[src/ttd_pkg.sv]
// ttd_pkg: shared types, codes and channel expansion tables for the texel decoder
// used by ttd_place, ttd_direct and twiddled_texture_texel_decoder_core
`timescale 1ns / 1ps
`default_nettype none

package ttd_pkg;

    // field widths fixed by the stream format
    localparam int ADDR_W       = 20;
    localparam int TEXEL_W      = 16;
    localparam int PIXEL_W      = 32;
    localparam int PAL_IDX_W    = 8;
    localparam int STATUS_W     = 2;
    localparam int FMT_W        = 3;
    localparam int DIM_W        = 4;
    localparam int COUNT_W      = 9;
    localparam int CFG_IDX_W    = 3;
    localparam int CFG_DATA_W   = 9;
    localparam int IN_TDATA_W   = 80;
    localparam int OUT_TDATA_W  = 56;

    // pixel formats
    localparam logic [FMT_W-1:0] FMT_ARGB1555 = 3'd0;
    localparam logic [FMT_W-1:0] FMT_RGB565   = 3'd1;
    localparam logic [FMT_W-1:0] FMT_ARGB4444 = 3'd2;
    localparam logic [FMT_W-1:0] FMT_PAL4     = 3'd5;
    localparam logic [FMT_W-1:0] FMT_PAL8     = 3'd6;

    // result status
    localparam logic [STATUS_W-1:0] ST_OK          = 2'd0;
    localparam logic [STATUS_W-1:0] ST_UNSUPPORTED = 2'd1;
    localparam logic [STATUS_W-1:0] ST_RANGE       = 2'd2;

    // input word kinds
    localparam logic KIND_PALETTE = 1'b0;
    localparam logic KIND_TEXEL   = 1'b1;

    // configuration register indexes
    localparam logic [CFG_IDX_W-1:0] CFG_PIXEL_FORMAT  = 3'd0;
    localparam logic [CFG_IDX_W-1:0] CFG_TWIDDLED      = 3'd1;
    localparam logic [CFG_IDX_W-1:0] CFG_WIDTH_LOG2    = 3'd2;
    localparam logic [CFG_IDX_W-1:0] CFG_HEIGHT_LOG2   = 3'd3;
    localparam logic [CFG_IDX_W-1:0] CFG_PALETTE_COUNT = 3'd4;

    // texture geometry handed to the address unit
    typedef struct packed {
        logic             twiddled;
        logic [DIM_W-1:0] width_log2;
        logic [DIM_W-1:0] height_log2;
    } geom_t;

    // v*255/31 truncated, one byte per code
    function automatic logic [32*8-1:0] exp5_build();
        logic [32*8-1:0] tbl;
        tbl = '0;
        for (int i = 0; i < 32; i++)
        begin
            tbl[i*8 +: 8] = 8'((i * 255) / 31);
        end
        return tbl;
    endfunction

    // v*255/63 truncated, one byte per code
    function automatic logic [64*8-1:0] exp6_build();
        logic [64*8-1:0] tbl;
        tbl = '0;
        for (int i = 0; i < 64; i++)
        begin
            tbl[i*8 +: 8] = 8'((i * 255) / 63);
        end
        return tbl;
    endfunction

    localparam logic [32*8-1:0] EXP5_TABLE = exp5_build();
    localparam logic [64*8-1:0] EXP6_TABLE = exp6_build();

endpackage

`default_nettype wire

[src/ttd_direct.sv]
// ttd_direct: widens a direct-colour texel word to an rgba8888 pixel
// depends on ttd_pkg
`timescale 1ns / 1ps
`default_nettype none

module ttd_direct (
    input  wire logic [ttd_pkg::FMT_W-1:0]   texel_format,
    input  wire logic [ttd_pkg::TEXEL_W-1:0] texel,
    output logic      [ttd_pkg::PIXEL_W-1:0] pixel_rgba
);

    logic [7:0] a;
    logic [7:0] r;
    logic [7:0] g;
    logic [7:0] b;

    always_comb
    begin
        unique case (texel_format)
            ttd_pkg::FMT_ARGB1555:
            begin
                a = texel[15] ? 8'hFF : 8'h00;
                r = ttd_pkg::EXP5_TABLE[{texel[14:10], 3'b000} +: 8];
                g = ttd_pkg::EXP5_TABLE[{texel[9:5], 3'b000} +: 8];
                b = ttd_pkg::EXP5_TABLE[{texel[4:0], 3'b000} +: 8];
            end
            ttd_pkg::FMT_RGB565:
            begin
                a = 8'hFF;
                r = ttd_pkg::EXP5_TABLE[{texel[15:11], 3'b000} +: 8];
                g = ttd_pkg::EXP6_TABLE[{texel[10:5], 3'b000} +: 8];
                b = ttd_pkg::EXP5_TABLE[{texel[4:0], 3'b000} +: 8];
            end
            ttd_pkg::FMT_ARGB4444:
            begin
                // v*255/15 is v*17, i.e. the nibble repeated
                a = {texel[15:12], texel[15:12]};
                r = {texel[11:8], texel[11:8]};
                g = {texel[7:4], texel[7:4]};
                b = {texel[3:0], texel[3:0]};
            end
            default:
            begin
                a = 8'h00;
                r = 8'h00;
                g = 8'h00;
                b = 8'h00;
            end
        endcase
    end

    assign pixel_rgba = {r, g, b, a};

endmodule

`default_nettype wire

[config.mk]
export PLATFORM = sky130hd
export DESIGN_NAME = ttd_direct
export DESIGN_NICKNAME = d
export VERILOG_FILES = /design/src/ttd_pkg.sv /design/src/ttd_direct.sv
export SDC_FILE = /design/constraint.sdc
export NUM_CORES = 1
export LEC_CHECK = 0
export BUFFER_PORTS_ARGS = -buffer_cell sky130_fd_sc_hd__buf_2
export CAP_MARGIN = 0
export CORE_MARGIN = 8
export CORE_UTILIZATION = 54
export DETAILED_ROUTE_END_ITERATION = 12
export GPL_ROUTABILITY_DRIVEN = 0
export PLACE_DENSITY = 0.9
export SLEW_MARGIN = 20
export SYNTH_ARGS = -nofsm -noshare
export SYNTH_HDL_FRONTEND = slang
export SYNTH_SLANG_ARGS = --single-unit
export TNS_END_PERCENT = 1
[constraint.sdc]
create_clock -name vclk -period 2.5
set_input_delay 0.125 -clock vclk [all_inputs]
set_output_delay 0.125 -clock vclk [all_outputs]
set_load 0.005 [all_outputs]
* Word-level counts from Yosys, hierarchy flattened *
Cells that the tools add are included.

operators by class
  add/subtract/negate cells = 0
  $mul = 0
  divide/modulo/power cells = 0
  order comparisons = 0
  equal/unequal tests = 2
  shift-type cells = 5
  multiplexer cells = 5
  bitwise operators = 0
  reduce and logical (&&, ||, !) cells = 2

operator list
  kind                       count
  $shiftx 256x9->8 const A   4
  $shiftx 512x10->8 const A  1
  $pmux 8 s3                 3
  $pmux 8 s2                 1
  $mux 8                     1
  $eq 3x1->1 const B         1
  $eq 3x2->1 const B         1
  $logic_not 3->1            1
  $reduce_or 2->1            1

word-level totals
  register bits = 0
  latch bits = 0
  bits in writable memories = 0
  memory bits (read-only) = 0
  word-level logic and storage cells = 14
  memories = 0

* Logic depth before layout (Yosys ltp) *
Gate-level depths: netlist (run 1).

  word-level depth = 3
  mapped depth = 6

* Least setup slack after synthesis (run 1) *
No wires, ideal clock.

  path type = in2out
  start point = in texel_format[0] (netlist name)
  end point = out pixel_rgba[4] (netlist name)
  arrival = 1.014 ns
  setup slack = 1.361 ns
  cell stages on the path = 6
  buffers on the path = 3
  cell sequence = buf_6 > buf_4 > nor2_2 > nand2_1 > a21oi_1 > buf_4

on the way
  longest elaborated chain between the ends = 2
  elaborated cells between the ends (all ways) = 4

ends and longest elaborated chain
  what                                line              text
  from (decl)                         ttd_direct.sv:7   input wire logic [ttd_pkg::FMT_W-1:0] texel_format,
  $eq 3x2->1 (tied with other cells)  ttd_direct.sv:19  unique case (texel_format)
  $pmux 8 s3 *                        ttd_direct.sv:19
  to (decl)                           ttd_direct.sv:9   output logic [ttd_pkg::PIXEL_W-1:0] pixel_rgba

Mark *: on every way between the ends. The rest lies on a longest branch, timed or not.

* Final worst setup path (run 1) *
  start point = in texel_format[0] (netlist name)
  end point = out pixel_rgba[25] (netlist name)

The elaborated chain is that of the path after synthesis.

==> results of run 1 <==
## final cells by class
type,count,share of cell area [%]
repair buffers,52,21.0
multi-input cells,144,73.9
inverters,8,2.40
well taps,27,2.70
## metrics by stage
stage | hold WS [ns] | area (sq um) | util (%) | total power [mW]
2_1_floorplan | 0.366 | 1120 | - | 0.161
3_3_place_gp | 0.613 | 1250 | 63.8 | 0.214
3_5_place_dp | 0.610 | 1250 | 63.8 | 0.219
4_1_cts | 0.610 | 1250 | 63.8 | 0.219
5_1_grt | 0.635 | 1250 | 63.8 | 0.242
6_report | 0.608 | 1250 | 63.8 | 0.220
## where the power goes
group          internal (mW)  total [mW]  leakage (nW)  switching (mW)
Clock                      0           0             0               0
Combinational         0.0925       0.220         0.595           0.128
Sequential                 0           0             0               0
Total                 0.0925       0.220         0.595           0.128
## routing by layer
layer	vias to the layer above	global-route usage, %
met5	-	0
met4	0	1.30
met3	0	1.88
met2	68	31.0
met1	658	21.1
li1	699	-
## final timing paths
kind / startpoint / endpoint
setup / recovery: texel_format[0] / pixel_rgba[25]
hold / removal: texel[3] / pixel_rgba[14]
## worst max-delay path: stages
cell and delay [ns]:
buf_2 0.39, nor3b_4 0.54, o211ai_1 0.18, o311a_1 0.15
a22oi_1 0.14, buf_2 0.14
## logic make-up (layout without fill, tap and decap cells)
kind of cell / count (synthesis) / count (layout) / synth area share, %
AO/OA/AOI/OAI: 79 / 79 / 49.4
AND/OR/NAND/NOR: 61 / 61 / 29.5
buffers and inverters: 35 / 60 / 17.1
multiplexers: 4 / 4 / 4.03
## placed cells by master (no fill, tap or decap), types with 2 or more instances in the layout
| master | n |
|---|---|
| a21oi_1 | 21 |
| o21a_1 | 5 |
| nor3_1 | 3 |
| a32o_1 | 2 |
| buf_2 | 51 |
| nand2_1 | 13 |
| nand3b_1 | 2 |
| o221ai_1 | 2 |
| a22o_1 | 9 |
| mux2i_1 | 3 |
| and2_1 | 3 |
| inv_1 | 7 |
| a21boi_0 | 2 |
| nand3_1 | 2 |
| a31oi_1 | 2 |
| a21o_1 | 2 |
| o22ai_1 | 2 |
| nor2_1 | 17 |
| o211ai_1 | 3 |
| o21ai_0 | 9 |
| nand2b_1 | 7 |
| a211oi_1 | 6 |
| a311oi_1 | 2 |
| a22oi_1 | 2 |
| nor2b_1 | 4 |
| nor2_2 | 3 |
==> summary.txt, run 1 <==
Outcome
  • Status: finished clean

Route
  • DR pass1 iterations: 6
  • Wire length per cell: 15.1 um
  • Met1 WL: 1400 um
  • Routed via count: approximately 1400
  • Total wire length: 3490 um
  • DRC: 0
  • Met2 WL: 1760 um
  • Via/cell ratio: between 6 and 7
  • Post-route ant nets: 0
  • WL met3: 324 um
  • Drt initial violations: 35
  • Highest routed layer: met3

Logic synthesis
  • Synthesized area per cell: about 6.2 sq um
  • Top-count cell post-synth: a21oi_1
  • Syn Std Cell Area: around 1100 sq um
  • Mapped Nets: 198
  • Seq/Total Area, Yosys: 0%
  • Cells after synthesis: about 180
  • Post-synth top cells: a21oi_1 (21), nor2_1 (17), nand2_1 (13)
  • YS warnings: 0
  • Post-synth top area cell: a21oi_1
  • Top cells by area, synth: a21oi_1 (9.4%), a22o_1 (7.1%), nor2_1 (5.7%)
  • Synth unique cells: 50
  • Post-synth top area share: about a tenth

Finish
  • Antenna Diode Count: 0
  • # nets final: between 200 and 250
  • Multi-input combinational cell area: approximately 930 sq um
  • Fillers: about 220
  • Clock buf count: 0
  • Share of layout cells above drive strength 1: 30.9%
  • Register area: 0 sq um
  • Seq cells: 0
  • Layout area overhead: 12.1%
  • Layout Cells excl Fill: between 200 and 250

Worst setup path
  • WP data arrival: between 1.5 and 2 ns
  • Crit path required time: 2.38 ns
  • CP Class: primary input to output pin
  • Startpoint Class: primary input
  • Crit. End Element: output pin
  • Crit path max fanout: 29

Timing
  • RSZ-0062 raised after global routing: false
  • Slew headroom: a little under three fifths
  • Hold Violations, Final: 0
  • Fin Setup TNS: 0 ns
  • Slew @ Worst Pin: between 0.6 and 0.7 ns
  • Post-route minimum period: between 1.5 and 2 ns
  • Crit path setup slack, layout: slightly above 0.7 ns
  • Setup violators final: 0
  • Fmax: ~560 MHz
  • Final Max Slew Viols: 0
  • Fin crit share: a little under three quarters

Flow run
  • Max-cap violations: 0

Global route
  • Initial antenna violation count: 0
  • First-pass GRT wire length: 5200 um
  • Leftover overflow at the end of global routing: 0
  • Number of global-route vias before repair: 1161
  • GRT Total Usage: between 10% and 20%
  • Largest net degree at the start of global routing: 30

Placed design
  • HPWL Detailed: approximately 2700 um
  • Number of buffers added on ports: 51
  • Placed cell count: between 200 and 250
  • Post-Place Worst Slack: about 0.72 ns

Min path
  • Worst min path class: primary input to output pin
  • Hold depth: 3

Clocking
  • CTS Hold Bufs: 0
  • Setup bufs post-CTS: 0
  • Post-CTS Resized: 0

Floorplan
  • Die width: 61.5 um
  • Ports: 51
  • Initial core utilization: between 50 and 60%
  • Core box area: between 1500 and 2000 sq um
  • Die ar.: between 3000 and 4000 sq um
  • Die Y: between 60 and 70 um
  • Row count: 16

Power
  • Power per cell area: between 150 and 200 nW/um^2
  • Max IR drop VDD: around 130 uV
  • Leak Pwr: roughly 0.6 nW
(Power assumes the default switching activity.)
==> run 2: changes to the inputs <==
ABC_AREA = 1   (was unset)
CORE_UTILIZATION = 45   (was 54)
PLACE_DENSITY = 0.85   (was 0.9)
clock period = 1.75 ns   (was 2.5 ns; I/O delays follow)
==> run 2 against run 1 <==
Net effect: sequential share of layout area is the same; largest cell class unchanged; combinational power up 18%; via count decreased by 12%; synthesized cell count decreased by 17%; first-iteration DRC count rose by 49%; die area fell by 13%; cell count down 8.2%; utilization shrank 3.8 points; global-route usage decreased by 0.14 points; highest routed layer is now met4; hold slack got worse by 0.10 ns; flip-flop and latch count did not move; setup slack got worse by 0.38 ns.
==> summary.txt, run 2 <==
Worst setup path
  • Crit. End Element: output pin (unchanged)
  • CP Class: primary input to output pin (unchanged)
  • Crit path required time: 1.66 ns (was 2.38 ns)
  • Startpoint Class: primary input (unchanged)
  • WP data arrival: 1.34 ns (was 1.67 ns)
  • Crit path max fanout: 19 (was 29)

Min path
  • Worst min path class: primary input to output pin (unchanged)
  • Hold depth: 4 (was 3)

Timing
  • Fin crit share: 81.3%
  • Fmax: between 700 and 800 MHz
  • RSZ-0062 raised after global routing: false (unchanged)
  • Setup violators final: 0 (unchanged)
  • Hold Violations, Final: 0 (unchanged)
  • Slew @ Worst Pin: 0.288 ns (was 0.655 ns)
  • Post-route minimum period: between 1 and 1.5 ns
  • Slew headroom: 80.7% (was 56.3%)
  • Final Max Slew Viols: 0 (unchanged)
  • Fin Setup TNS: 0 ns (unchanged)

Placed design
  • HPWL Detailed: 2460 um (was 2670 um)
  • Placed Area: 1000 sq um (was 1250 sq um)
  • Number of buffers added on ports: 51 (unchanged)

Logic synthesis
  • YS warnings: 0 (unchanged)
  • Seq/Total Area, Yosys: 0% (unchanged)
  • Top-count cell post-synth: nand2_1 (was a21oi_1)
  • Synthesized area per cell: 5.15 sq um (was 6.24 sq um)
  • Top cells by area, synth: nand2_1 (18%), inv_1 (9.8%), o21ai_0 (9.8%) (was a21oi_1 (9.4%), a22o_1 (7.1%), nor2_1 (5.7%))
  • Post-synth top cells: nand2_1 (36), inv_1 (20), o21ai_0 (15) (was a21oi_1 (21), nor2_1 (17), nand2_1 (13))
  • Synth unique cells: 26 (was 50)
  • Post-synth top area cell: nand2_1 (was a21oi_1)
  • Syn Std Cell Area: 767 sq um (was 1120 sq um)
  • Cells after synthesis: 149 (was 179)
  • Post-synth top area share: 17.6% (was 9.41%)
  • Mapped Nets: 168 (was 198)

Floorplan
  • Die ar.: 3280 sq um (was 3780 sq um)
  • Die Y: 57.3 um (was 61.5 um)
  • Ports: 51 (unchanged)
  • Die width: 57.3 um (was 61.5 um)
  • Initial core utilization: 45.9% (was 57.0%)
  • Core box area: 1670 sq um (was 1960 sq um)
  • Row count: 15 (was 16)

Route
  • Met2 WL: 1500 um (was 1760 um)
  • DRC: 0 (unchanged)
  • Wire length per cell: 13.9 um (was 15.1 um)
  • Drt initial violations: 52 (was 35)
  • Total wire length: 2950 um (was 3490 um)
  • DR pass1 iterations: 4 (was 6)
  • Routed via count: 1254 (was 1425)
  • Via/cell ratio: 5.92 (was 6.17)
  • Post-route ant nets: 0 (unchanged)
  • WL met3: 292 um (was 324 um)
  • Highest routed layer: met4 (was met3)
  • Met1 WL: 1140 um (was 1400 um)

Global route
  • Leftover overflow at the end of global routing: 0 (unchanged)
  • Number of global-route vias before repair: 1169 (was 1161)
  • First-pass GRT wire length: 4820 um (was 5200 um)
  • Initial antenna violation count: 0 (unchanged)
  • GRT Total Usage: 16.8% (was 16.9%)
  • Largest net degree at the start of global routing: 20 (was 30)

Flow run
  • Max-cap violations: 0 (unchanged)

Clocking
  • Setup bufs post-CTS: 0 (unchanged)
  • CTS Hold Bufs: 0 (unchanged)
  • Post-CTS Resized: 0 (unchanged)

Finish
  • Share of layout cells above drive strength 1: 34.4% (was 30.9%)
  • Design area: 1000 sq um (was 1250 sq um)
  • Most common cell after layout, fill and taps aside: buf_2 (unchanged)
  • Seq cells: 0 (unchanged)
  • Register area: 0 sq um (unchanged)
  • Clock buf count: 0 (unchanged)
  • Layout area overhead: 30.7% (was 12.1%)
  • Commonest non-fill, non-tap cells in the layout: buf_2 (51), nand2_1 (36), inv_1 (20) (was buf_2 (51), a21oi_1 (21), nor2_1 (17))
  • # nets final: 216 (was 225)
  • Antenna Diode Count: 0 (unchanged)

Power
  • Max IR drop VDD: 125 uV (was 131 uV)
  • Leak Pwr: 0.594 nW (was 0.595 nW)
  • Tot Pwr: 0.259 mW (was 0.220 mW)
  • Power per cell area: 258 nW/um^2 (was 176 nW/um^2)

Outcome
  • Status: finished clean (unchanged)
-- run 2: area by class of cell --
cell class | instances | area [sq um]
Multi-Input combinational cell | 117 | 617
Inverter | 25 | 93.8
Timing Repair Buffer | 53 | 270
Tap cell | 17 | 21.3
Fill cell | 159 | 668
-- run 2: kinds of logic (layout without fill, tap and decap cells) --
logic type,Yosys count,after routing,share of synthesized area [%]
buf+inv,32,78,19.6
compound gates,46,46,37.4
simple gates,71,71,43.1
-- run 2: where the power goes --
part | switching [mW] | total [mW] | internal [mW]
clock | 0 | 0 | 0
sequential | 0 | 0 | 0
combinational | 0.157 | 0.259 | 0.102
-- run 2: metal layers --
layer	vias to the layer above	track usage, %
li1	612	-
met1	561	17.9
met2	77	32.7
met3	4	4.26
met4	0	1.79
met5	-	0
-- run 2: per-stage QoR --
step | hold slack (ns) | std cells | worst slack, ns | util, %
3_3_place_gp | 0.502 | 212 | 0.421 | 60.0
6_report | 0.509 | 212 | 0.327 | 60.0
4_1_cts | 0.508 | 212 | 0.343 | 60.0
3_5_place_dp | 0.508 | 212 | 0.356 | 60.0
2_1_floorplan | 0.286 | 149 | 0.693 | -
5_1_grt | 0.541 | 212 | 0.183 | 60.0
-- run 2: path summary, 6_finish.rpt --
path	start	to	slack, ns
max	texel_format[1]	pixel_rgba[25]	0.33
min	texel[15]	pixel_rgba[3]	0.51
-- run 2: worst max-delay path: stages --
cell     delay [ns]
buf_2          0.12
inv_1          0.12
nand3_4        0.19
o21ai_1        0.26
nand2_1        0.11
o21ai_1        0.13
nand2_1        0.06
o21ai_1        0.07
nand2_1        0.06
buf_2          0.12
